## src/hw/rtl/bsc_pkg.sv

```systemverilog
`timescale 1ns / 1ps

package bsc_pkg;

  localparam int CfgIdxW  = 2;
  localparam int CfgDataW = 64;

  typedef struct packed {
    logic        action;
    logic [18:0] raw_value;
  } in_item_t;

  typedef struct packed {
    logic signed [31:0] value;
    logic               div_error;
  } out_item_t;

  // configuration register indexes
  localparam logic [CfgIdxW-1:0] CFG_CAL_ONE   = 2'd0;
  localparam logic [CfgIdxW-1:0] CFG_CAL_TWO   = 2'd1;
  localparam logic [CfgIdxW-1:0] CFG_CAL_THREE = 2'd2;
  localparam logic [CfgIdxW-1:0] CFG_OSS       = 2'd3;

  // item kinds
  localparam logic ACT_TEMP = 1'b0;
  localparam logic ACT_PRES = 1'b1;

  // compensation constants
  localparam logic [31:0] B6_OFS   = 32'd4000;
  localparam logic [31:0] B4_OFS   = 32'd32768;
  localparam logic [31:0] B7_SCALE = 32'd50000;
  localparam logic [31:0] P_K1     = 32'd3038;
  localparam logic [31:0] P_K2     = 32'hFFFF_E343;  // -7357
  localparam logic [31:0] P_K3     = 32'd3791;
  localparam logic [31:0] T_RND    = 32'd8;

endpackage

```

## src/hw/rtl/baro_sensor_compensation_core.sv

```systemverilog
// The core takes a new item only in its idle state, after the previous item's result
// has been handed to the output register; a zero divisor skips the divide.
// Each item is sequenced through the shared 32x32 multiplier and, unless the
// divisor is zero, the one-bit-per-cycle 32-step divider.
// Reset: synchronous active-low rst_n clears calibration, oversampling,
// the kept temperature term and the control state.
`timescale 1ns / 1ps

module baro_sensor_compensation_core (
  input  logic                            clk,
  input  logic                            rst_n,
  input  logic                            in_valid,
  output logic                            in_ready,
  input  bsc_pkg::in_item_t               in_item,
  output logic                            out_valid,
  input  logic                            out_ready,
  output bsc_pkg::out_item_t              out_item,
  input  logic                            cfg_we,
  input  logic [bsc_pkg::CfgIdxW-1:0]     cfg_index,
  input  logic [bsc_pkg::CfgDataW-1:0]    cfg_wdata
);
  import bsc_pkg::*;

  localparam logic [4:0] S_IDLE      = 5'd0;
  localparam logic [4:0] S_T_MUL     = 5'd1;
  localparam logic [4:0] S_T_DIVCHK  = 5'd2;
  localparam logic [4:0] S_DIV       = 5'd3;
  localparam logic [4:0] S_T_FIN     = 5'd4;
  localparam logic [4:0] S_P_SQ      = 5'd5;
  localparam logic [4:0] S_P_X1A     = 5'd6;
  localparam logic [4:0] S_P_X3A     = 5'd7;
  localparam logic [4:0] S_P_X1B     = 5'd8;
  localparam logic [4:0] S_P_X3B     = 5'd9;
  localparam logic [4:0] S_P_B4      = 5'd10;
  localparam logic [4:0] S_P_B7      = 5'd11;
  localparam logic [4:0] S_P_DIVFIN  = 5'd12;
  localparam logic [4:0] S_P_POST1   = 5'd13;
  localparam logic [4:0] S_P_POST2   = 5'd14;
  localparam logic [4:0] S_P_POST3   = 5'd15;
  localparam logic [4:0] S_OUT       = 5'd16;

  // control / config state
  logic [4:0]  state_r, state_nxt;
  logic        out_valid_r, out_valid_nxt;
  logic [31:0] temp_term_r, temp_term_nxt;
  logic [63:0] cal1_r, cal2_r;
  logic [31:0] cal3_r;
  logic [1:0]  oss_r;

  // datapath registers
  logic        action_r, action_nxt;
  logic [18:0] raw_r, raw_nxt;
  logic [31:0] b6_r, b6_nxt;
  logic [31:0] sq_r, sq_nxt;
  logic [31:0] t_r, t_nxt;
  logic [31:0] b3_r, b3_nxt;
  logic [31:0] b4_r, b4_nxt;
  logic [31:0] p_r, p_nxt;
  logic [31:0] div_num_r, div_num_nxt;
  logic [31:0] div_den_r, div_den_nxt;
  logic [31:0] div_rem_r, div_rem_nxt;
  logic [4:0]  div_cnt_r, div_cnt_nxt;
  logic        div_flag_r, div_flag_nxt;  // temp: negate quotient, pressure: double it
  logic [31:0] res_value_r, res_value_nxt;
  logic        res_err_r, res_err_nxt;
  out_item_t   out_item_r, out_item_nxt;

  // calibration fields
  logic [31:0] ac1, ac2, ac3, ac4, ac5, ac6, b1, b2, mc, md;
  assign ac1 = {{16{cal1_r[63]}}, cal1_r[63:48]};
  assign ac2 = {{16{cal1_r[47]}}, cal1_r[47:32]};
  assign ac3 = {{16{cal1_r[31]}}, cal1_r[31:16]};
  assign ac4 = {16'd0, cal1_r[15:0]};
  assign ac5 = {16'd0, cal2_r[63:48]};
  assign ac6 = {16'd0, cal2_r[47:32]};
  assign b1  = {{16{cal2_r[31]}}, cal2_r[31:16]};
  assign b2  = {{16{cal2_r[15]}}, cal2_r[15:0]};
  assign mc  = {{16{cal3_r[31]}}, cal3_r[31:16]};
  assign md  = {{16{cal3_r[15]}}, cal3_r[15:0]};

  // shared multiplier, low 32 bits of the product
  logic [31:0] mul_a, mul_b, prod;
  logic [31:0] prod_s11, prod_s12, prod_s13, prod_s15, prod_s16;
  logic [31:0] p_s8;

  assign p_s8 = $signed(p_r) >>> 8;

  always_comb begin
    mul_a = '0;
    mul_b = '0;
    case (state_r)
      S_T_MUL: begin
        mul_a = {13'd0, raw_r} - ac6;
        mul_b = ac5;
      end
      S_P_SQ: begin
        mul_a = b6_r;
        mul_b = b6_r;
      end
      S_P_X1A: begin
        mul_a = b2;
        mul_b = sq_r;
      end
      S_P_X3A: begin
        mul_a = ac2;
        mul_b = b6_r;
      end
      S_P_X1B: begin
        mul_a = ac3;
        mul_b = b6_r;
      end
      S_P_X3B: begin
        mul_a = b1;
        mul_b = sq_r;
      end
      S_P_B4: begin
        mul_a = ac4;
        mul_b = t_r + B4_OFS;
      end
      S_P_B7: begin
        mul_a = {13'd0, raw_r} - b3_r;
        mul_b = B7_SCALE >> oss_r;
      end
      S_P_POST1: begin
        mul_a = p_s8;
        mul_b = p_s8;
      end
      S_P_POST2: begin
        mul_a = t_r;
        mul_b = P_K1;
      end
      S_P_POST3: begin
        mul_a = P_K2;
        mul_b = p_r;
      end
      default: ;
    endcase
  end

  assign prod     = mul_a * mul_b;
  assign prod_s11 = $signed(prod) >>> 11;
  assign prod_s12 = $signed(prod) >>> 12;
  assign prod_s13 = $signed(prod) >>> 13;
  assign prod_s15 = $signed(prod) >>> 15;
  assign prod_s16 = $signed(prod) >>> 16;

  assign in_ready  = (state_r == S_IDLE);
  assign out_valid = out_valid_r;
  assign out_item  = out_item_r;

  always_comb begin
    logic [31:0] sum;
    logic [31:0] mc11;
    logic [31:0] quo;
    logic [31:0] sh;
    logic [32:0] rem_sh;
    logic [32:0] diff;

    sum    = '0;
    mc11   = '0;
    quo    = '0;
    sh     = '0;
    rem_sh = '0;
    diff   = '0;

    state_nxt     = state_r;
    out_valid_nxt = out_valid_r && !out_ready;
    out_item_nxt  = out_item_r;
    temp_term_nxt = temp_term_r;
    action_nxt    = action_r;
    raw_nxt       = raw_r;
    b6_nxt        = b6_r;
    sq_nxt        = sq_r;
    t_nxt         = t_r;
    b3_nxt        = b3_r;
    b4_nxt        = b4_r;
    p_nxt         = p_r;
    div_num_nxt   = div_num_r;
    div_den_nxt   = div_den_r;
    div_rem_nxt   = div_rem_r;
    div_cnt_nxt   = div_cnt_r;
    div_flag_nxt  = div_flag_r;
    res_value_nxt = res_value_r;
    res_err_nxt   = res_err_r;

    case (state_r)
      S_IDLE: begin
        if (in_valid) begin
          action_nxt = in_item.action;
          raw_nxt    = in_item.raw_value;
          b6_nxt     = temp_term_r - B6_OFS;
          state_nxt  = (in_item.action == ACT_PRES) ? S_P_SQ : S_T_MUL;
        end
      end
      S_T_MUL: begin
        t_nxt     = prod_s15;
        state_nxt = S_T_DIVCHK;
      end
      S_T_DIVCHK: begin
        sum = t_r + md;
        if (sum == '0) begin
          res_value_nxt = '1;
          res_err_nxt   = 1'b1;
          state_nxt     = S_OUT;
        end else begin
          mc11         = mc << 11;
          div_num_nxt  = mc11[31] ? (32'd0 - mc11) : mc11;
          div_den_nxt  = sum[31] ? (32'd0 - sum) : sum;
          div_flag_nxt = mc11[31] ^ sum[31];
          div_rem_nxt  = '0;
          div_cnt_nxt  = '1;
          state_nxt    = S_DIV;
        end
      end
      S_DIV: begin
        // restoring divide, quotient bits shift into div_num_r
        rem_sh = {div_rem_r, div_num_r[31]};
        diff   = rem_sh - {1'b0, div_den_r};
        if (!diff[32]) begin
          div_rem_nxt = diff[31:0];
          div_num_nxt = {div_num_r[30:0], 1'b1};
        end else begin
          div_rem_nxt = rem_sh[31:0];
          div_num_nxt = {div_num_r[30:0], 1'b0};
        end
        div_cnt_nxt = div_cnt_r - 5'd1;
        if (div_cnt_r == '0) begin
          state_nxt = (action_r == ACT_PRES) ? S_P_DIVFIN : S_T_FIN;
        end
      end
      S_T_FIN: begin
        quo           = div_flag_r ? (32'd0 - div_num_r) : div_num_r;
        sum           = t_r + quo;
        temp_term_nxt = sum;
        res_value_nxt = $signed(sum + T_RND) >>> 4;
        res_err_nxt   = 1'b0;
        state_nxt     = S_OUT;
      end
      S_P_SQ: begin
        sq_nxt    = prod_s12;
        state_nxt = S_P_X1A;
      end
      S_P_X1A: begin
        t_nxt     = prod_s11;
        state_nxt = S_P_X3A;
      end
      S_P_X3A: begin
        t_nxt     = t_r + prod_s11;
        state_nxt = S_P_X1B;
      end
      S_P_X1B: begin
        // t_r holds x3 here; b3 needs no multiply
        sum       = ((ac1 << 2) + t_r) << oss_r;
        b3_nxt    = $signed(sum + 32'd2) >>> 2;
        t_nxt     = prod_s13;
        state_nxt = S_P_X3B;
      end
      S_P_X3B: begin
        sum       = t_r + prod_s16 + 32'd2;
        t_nxt     = $signed(sum) >>> 2;
        state_nxt = S_P_B4;
      end
      S_P_B4: begin
        b4_nxt    = prod >> 15;
        state_nxt = S_P_B7;
      end
      S_P_B7: begin
        if (b4_r == '0) begin
          res_value_nxt = '1;
          res_err_nxt   = 1'b1;
          state_nxt     = S_OUT;
        end else begin
          div_num_nxt  = prod[31] ? prod : (prod << 1);
          div_den_nxt  = b4_r;
          div_flag_nxt = prod[31];
          div_rem_nxt  = '0;
          div_cnt_nxt  = '1;
          state_nxt    = S_DIV;
        end
      end
      S_P_DIVFIN: begin
        p_nxt     = div_flag_r ? (div_num_r << 1) : div_num_r;
        state_nxt = S_P_POST1;
      end
      S_P_POST1: begin
        t_nxt     = prod;
        state_nxt = S_P_POST2;
      end
      S_P_POST2: begin
        t_nxt     = prod_s16;
        state_nxt = S_P_POST3;
      end
      S_P_POST3: begin
        sum           = t_r + prod_s16 + P_K3;
        sh            = $signed(sum) >>> 4;
        res_value_nxt = p_r + sh;
        res_err_nxt   = 1'b0;
        state_nxt     = S_OUT;
      end
      S_OUT: begin
        if (!out_valid_r || out_ready) begin
          out_valid_nxt          = 1'b1;
          out_item_nxt.value     = res_value_r;
          out_item_nxt.div_error = res_err_r;
          state_nxt              = S_IDLE;
        end
      end
      default: begin
        state_nxt = S_IDLE;
      end
    endcase
  end

  always_ff @(posedge clk) begin
    if (!rst_n) begin
      state_r     <= S_IDLE;
      out_valid_r <= 1'b0;
      temp_term_r <= '0;
      cal1_r      <= '0;
      cal2_r      <= '0;
      cal3_r      <= '0;
      oss_r       <= '0;
    end else begin
      state_r     <= state_nxt;
      out_valid_r <= out_valid_nxt;
      temp_term_r <= temp_term_nxt;
      if (cfg_we) begin
        case (cfg_index)
          CFG_CAL_ONE:   cal1_r <= cfg_wdata;
          CFG_CAL_TWO:   cal2_r <= cfg_wdata;
          CFG_CAL_THREE: cal3_r <= cfg_wdata[31:0];
          CFG_OSS:       oss_r  <= cfg_wdata[1:0];
          default: ;
        endcase
      end
    end
  end

  always_ff @(posedge clk) begin
    out_item_r  <= out_item_nxt;
    action_r    <= action_nxt;
    raw_r       <= raw_nxt;
    b6_r        <= b6_nxt;
    sq_r        <= sq_nxt;
    t_r         <= t_nxt;
    b3_r        <= b3_nxt;
    b4_r        <= b4_nxt;
    p_r         <= p_nxt;
    div_num_r   <= div_num_nxt;
    div_den_r   <= div_den_nxt;
    div_rem_r   <= div_rem_nxt;
    div_cnt_r   <= div_cnt_nxt;
    div_flag_r  <= div_flag_nxt;
    res_value_r <= res_value_nxt;
    res_err_r   <= res_err_nxt;
  end

`ifndef SYNTHESIS
  a_busy_after_accept: assert property (@(posedge clk) disable iff (!rst_n)
    (in_valid && in_ready) |=> (state_r != S_IDLE))
    else $error("sequencer stayed idle after an item was accepted");

  a_div_exits: assert property (@(posedge clk) disable iff (!rst_n)
    (state_r == S_DIV && div_cnt_r == '0) |=> (state_r != S_DIV))
    else $error("divider ran past its last step");

  a_err_all_ones: assert property (@(posedge clk) disable iff (!rst_n)
    (out_valid && out_item.div_error) |-> (out_item.value == '1))
    else $error("divide error result is not all ones");

  a_temp_term_hold: assert property (@(posedge clk) disable iff (!rst_n)
    (state_r != S_T_FIN) |=> $stable(temp_term_r))
    else $error("kept temperature term changed outside temperature finish");
`endif

endmodule
```

## config.mk

```make
export PLATFORM = sky130hd
export DESIGN_NAME = baro_sensor_compensation_core
export DESIGN_NICKNAME = d
export VERILOG_FILES = /design/src/hw/rtl/bsc_pkg.sv /design/src/hw/rtl/baro_sensor_compensation_core.sv
export SDC_FILE = /design/constraint.sdc
export NUM_CORES = 2
export LEC_CHECK = 0
export ABC_AREA = 1
export BUFFER_PORTS_ARGS = -buffer_cell sky130_fd_sc_hd__buf_4
export CAP_MARGIN = 20
export CORE_UTILIZATION = 52
export CTS_CLUSTER_SIZE = 25
export DETAILED_ROUTE_END_ITERATION = 16
export GPL_ROUTABILITY_DRIVEN = 0
export HOLD_SLACK_MARGIN = 0.1
export PLACE_DENSITY = 0.68
export SYNTH_ARGS = -nofsm -noshare
export SYNTH_HDL_FRONTEND = slang
export SYNTH_SLANG_ARGS = --single-unit
```

## constraint.sdc

```tcl
create_clock -name clk -period 18.3 [get_ports clk]
set_clock_uncertainty 0.2 [all_clocks]
set_input_delay 0.915 -clock clk [delete_from_list [all_inputs] [get_ports clk]]
set_output_delay 0.915 -clock clk [all_outputs]
set_load 0.1 [all_outputs]
```

==> impl_metrics.yaml <==
outcome:
  status: "finished, final reports clean"
cts:
  cts.htree.levels: 3
  clock-sinks: 551
  post_cts_buffers: 0
  cts_resized: 0
  worstSkewPairLatency_ns: 0.69
  cts_hold_buf: 0
  clockBufferDepth: 3
  clk_pin_slew_ns: 0.06
  cts_root_buf: "clkbuf_16"
  tritoncts: "yes"
  cts_made_buffers: 66
final_layout:
  fillers: 10504
  multiInputGateArea_um2: 37300
  drive_gt1_share_pct: 5.66
  layout.nets: 9066
  design_area_um2: 63500
  layout.cells.non_filler: 9729
  sequential_cell_area_um2: 14500
  syn2layout_area_growth_pct: 8.30
timing:
  clock.fmax_mhz: 60.8
  finalSetupViolations: 0
  worstMarginPinSlew_ns: 1.13
  fin_crit_ns: 16.45
  rsz0062_at_grt: "no"
  whs_ns: 0.204
  fin_crit_sh_pct: 89.9
  tns_ns: 0
  maxSlewHeadroom_pct: 24.4
  finalHoldViolations: 0
  finalMaxSlewViolations: 0
route:
  num_vias: 56610
  drc: 0
  wire_per_inst_um: 22.5
  route.antenna.remaining_nets: 0
  drt_iter0_markers: 6965
  routed_wl_um: 219000
  routed_via_density: 5.82
  dr.pass1.iters: 7
critical_path:
  r2r_slack_ns: 1.85
  r2r_cells: 71
  cpMostUsedCell: "nand2_1"
  arrival_ns: 16.64
  worstSetupPathType: "reg -> reg"
  crit_path_top_delay_cell: "nand3b_1"
  crit_path_start_kind: "flop"
  path_max_fanout: 16
  crit_path_end_kind: "flop"
  critPathRequiredTime_ns: 18.49
  r2r-start: "state_r[4]"
  slowest_delay_ns: 0.93
  worst_r2r_endpoint: "res_value_r[29]"
logic_synthesis:
  ys_seq_area_share_pct: 24.8
  ys_warn_count: 0
  synth_top_family_by_area: "simple AND/OR/NAND/NOR gates"
  synth_flop_cell: "edfxtp_1"
  synth_area_um2: 58600
  yosysTopAreaCell: "edfxtp_1"
  syn_inst: 8126
  synth_fa_ha_area_share_pct: 22.3
  ys_async_sr_fraction_pct: 0
  synth.distinct_cells: 75
  synth_top_area_share_pct: 18.0
  synth_xor_area_share_pct: 4.35
  synthSimpleGateAreaFrac_pct: 24.5
  synth-compound-area-share_pct: 12.4
  synth.top_cells.by_count: "nand2_1, inv_1, nor2_1"
  synthMuxAreaShare_pct: 0.0171
  synth_most_common_cell: "nand2_1"
  avgSynthCellArea_um2: 7.22
  synth_seq_cells: 551
  synth_edf_count: 351
  syn_nets: 9013
  synth_area_leaders: "edfxtp_1, fa_1, nand2_1"
power_and_ir_drop:
  total_power_mw: 10.4
  vdd_drop_max_mv: 0.108
  powerDensity_nw_per_um2: 163
  p_leak_nw: 31.5
floorplan:
  core_area_um2: 111000
  start_util_pct: 52.7
  row_count: 122
  die_y_um: 338
  fp.dieW_um: 338
  die_area_um2: 114000
  ios: 126
hold_path:
  min_to: "raw_r[12]"
  whs_path_depth: 1
  min_from: "in_item[12]"
  hold_path.class: "in -> reg"
global_route:
  grt_pass1_vias: 53898
  grt_pass1_wl_um: 326000
  grt.overflow.total: 0
  grt_usage_pct: 38.4
  grt_max_degree: 116
  antenna_found_initial: 6
placed_design:
  dpl.hpwl_um: 168000
  io_buffers: 125
  postPlaceCellArea_um2: 61200
  dp.cells: 9597
run:
  cap_violations: 0
==> worst max-delay path: cells and delay by family, from the launching register on <==
family | cells | cell delay [ns]
and+or+nand+nor | 28 | 4.30
xor gates and xnor gates | 2 | 0.98
DFF | 1 | 0.42
buffers and inverters | 15 | 2.44
AOI/OAI and AO/OA | 15 | 2.86
adders and majority gates | 11 | 4.89
==> cells in the final DEF, fill, tap and decap left out, types with 30 or more instances in the layout <==
master,Yosys,final
nand3_1,363,361
nand4_1,88,88
o211ai_1,35,35
or2_2,38,38
nor4_1,35,35
nor2_1,777,769
clkbuf_16,0,70
o221ai_1,40,40
o21ai_0,485,485
nand3b_1,41,41
a31oi_1,30,30
inv_1,1515,1512
nand2_1,1915,1914
xor2_1,219,219
xnor2_1,72,72
fa_1,417,417
edfxtp_1,351,351
buf_4,13,223
dfxtp_1,200,200
ha_1,379,379
a21oi_1,460,459
nor3_1,107,107
==> power by group <==
| group | switching [mW] | leakage, nW | internal [mW] | total (mW) |
|---|---|---|---|---|
| Combinational | 4.89 | 25.6 | 2.06 | 6.95 |
| Clock | 0.595 | 1.08 | 0.779 | 1.37 |
| Sequential | 0.310 | 4.83 | 1.73 | 2.04 |
| Total | 5.80 | 31.5 | 4.57 | 10.4 |
==> through the flow <==
stage	setup WS (ns)	utilization, %
floorplan	5.34	-
global placement	2.86	55.0
detailed placement	2.66	55.0
CTS	2.57	57.0
global route	0.915	57.1
finish	1.85	57.1
==> registers in the layout, summed over array words and instances (netlist names), 2 cells and up <==
name / count
b3_r: 30
b4_r: 17
b6_r: 32
cal1_r: 64
cal2_r: 64
cal3_r: 32
div_cnt_r: 5
div_den_r: 32
div_num_r: 32
div_rem_r: 32
oss_r: 2
out_item: 33
p_r: 32
raw_r: 19
res_value_r: 32
sq_r: 20
state_r: 5
t_r: 32
temp_term_r: 32
==> how the worst max path moves through the flow <==
| stage | cells past startpoint | end | start |
|---|---|---|---|
| 2_1_floorplan | 81 | res_value_r[29] | oss_r[0] |
| 3_3_place_gp | 77 | res_value_r[29] | state_r[0] |
| 3_5_place_dp | 71 | res_value_r[29] | state_r[4] |
| 4_1_cts | 71 | res_value_r[29] | state_r[4] |
| 5_1_grt | 76 | res_value_r[29] | state_r[0] |
| 6_report | 71 | res_value_r[29] | state_r[4] |
==> final cells by class <==
| class | instances | area share [%] |
|---|---|---|
| Multi-Input combinational cell | 5793 | 58.8 |
| Sequential cell | 551 | 22.9 |
| Inverter | 1542 | 9.11 |
| Tap cell | 1488 | 2.93 |
| Clock buffer | 84 | 2.87 |
| Timing Repair Buffer | 225 | 2.68 |
| Clock inverter | 38 | 0.664 |
| Antenna cell | 8 | 0.0315 |
==> logic make-up (layout without fill, tap and decap cells) <==
| logic type | Yosys count | in the layout |
|---|---|---|
| compound gates | 1276 | 1276 |
| xor+xnor | 291 | 291 |
| fa+ha+maj | 796 | 796 |
| buf+inv | 1782 | 1889 |
| flops | 551 | 551 |
| mux | 1 | 1 |
| other cells | 0 | 8 |
| simple gates | 3429 | 3429 |
==> metal layers <==
metal	part of all wire, %	track usage, %
met1	37	48.1
met2	42	58.1
met3	12	8.92
met4	8.4	27.5
met5	0.037	0
Note: power is estimated with default switching activity, not from simulation.
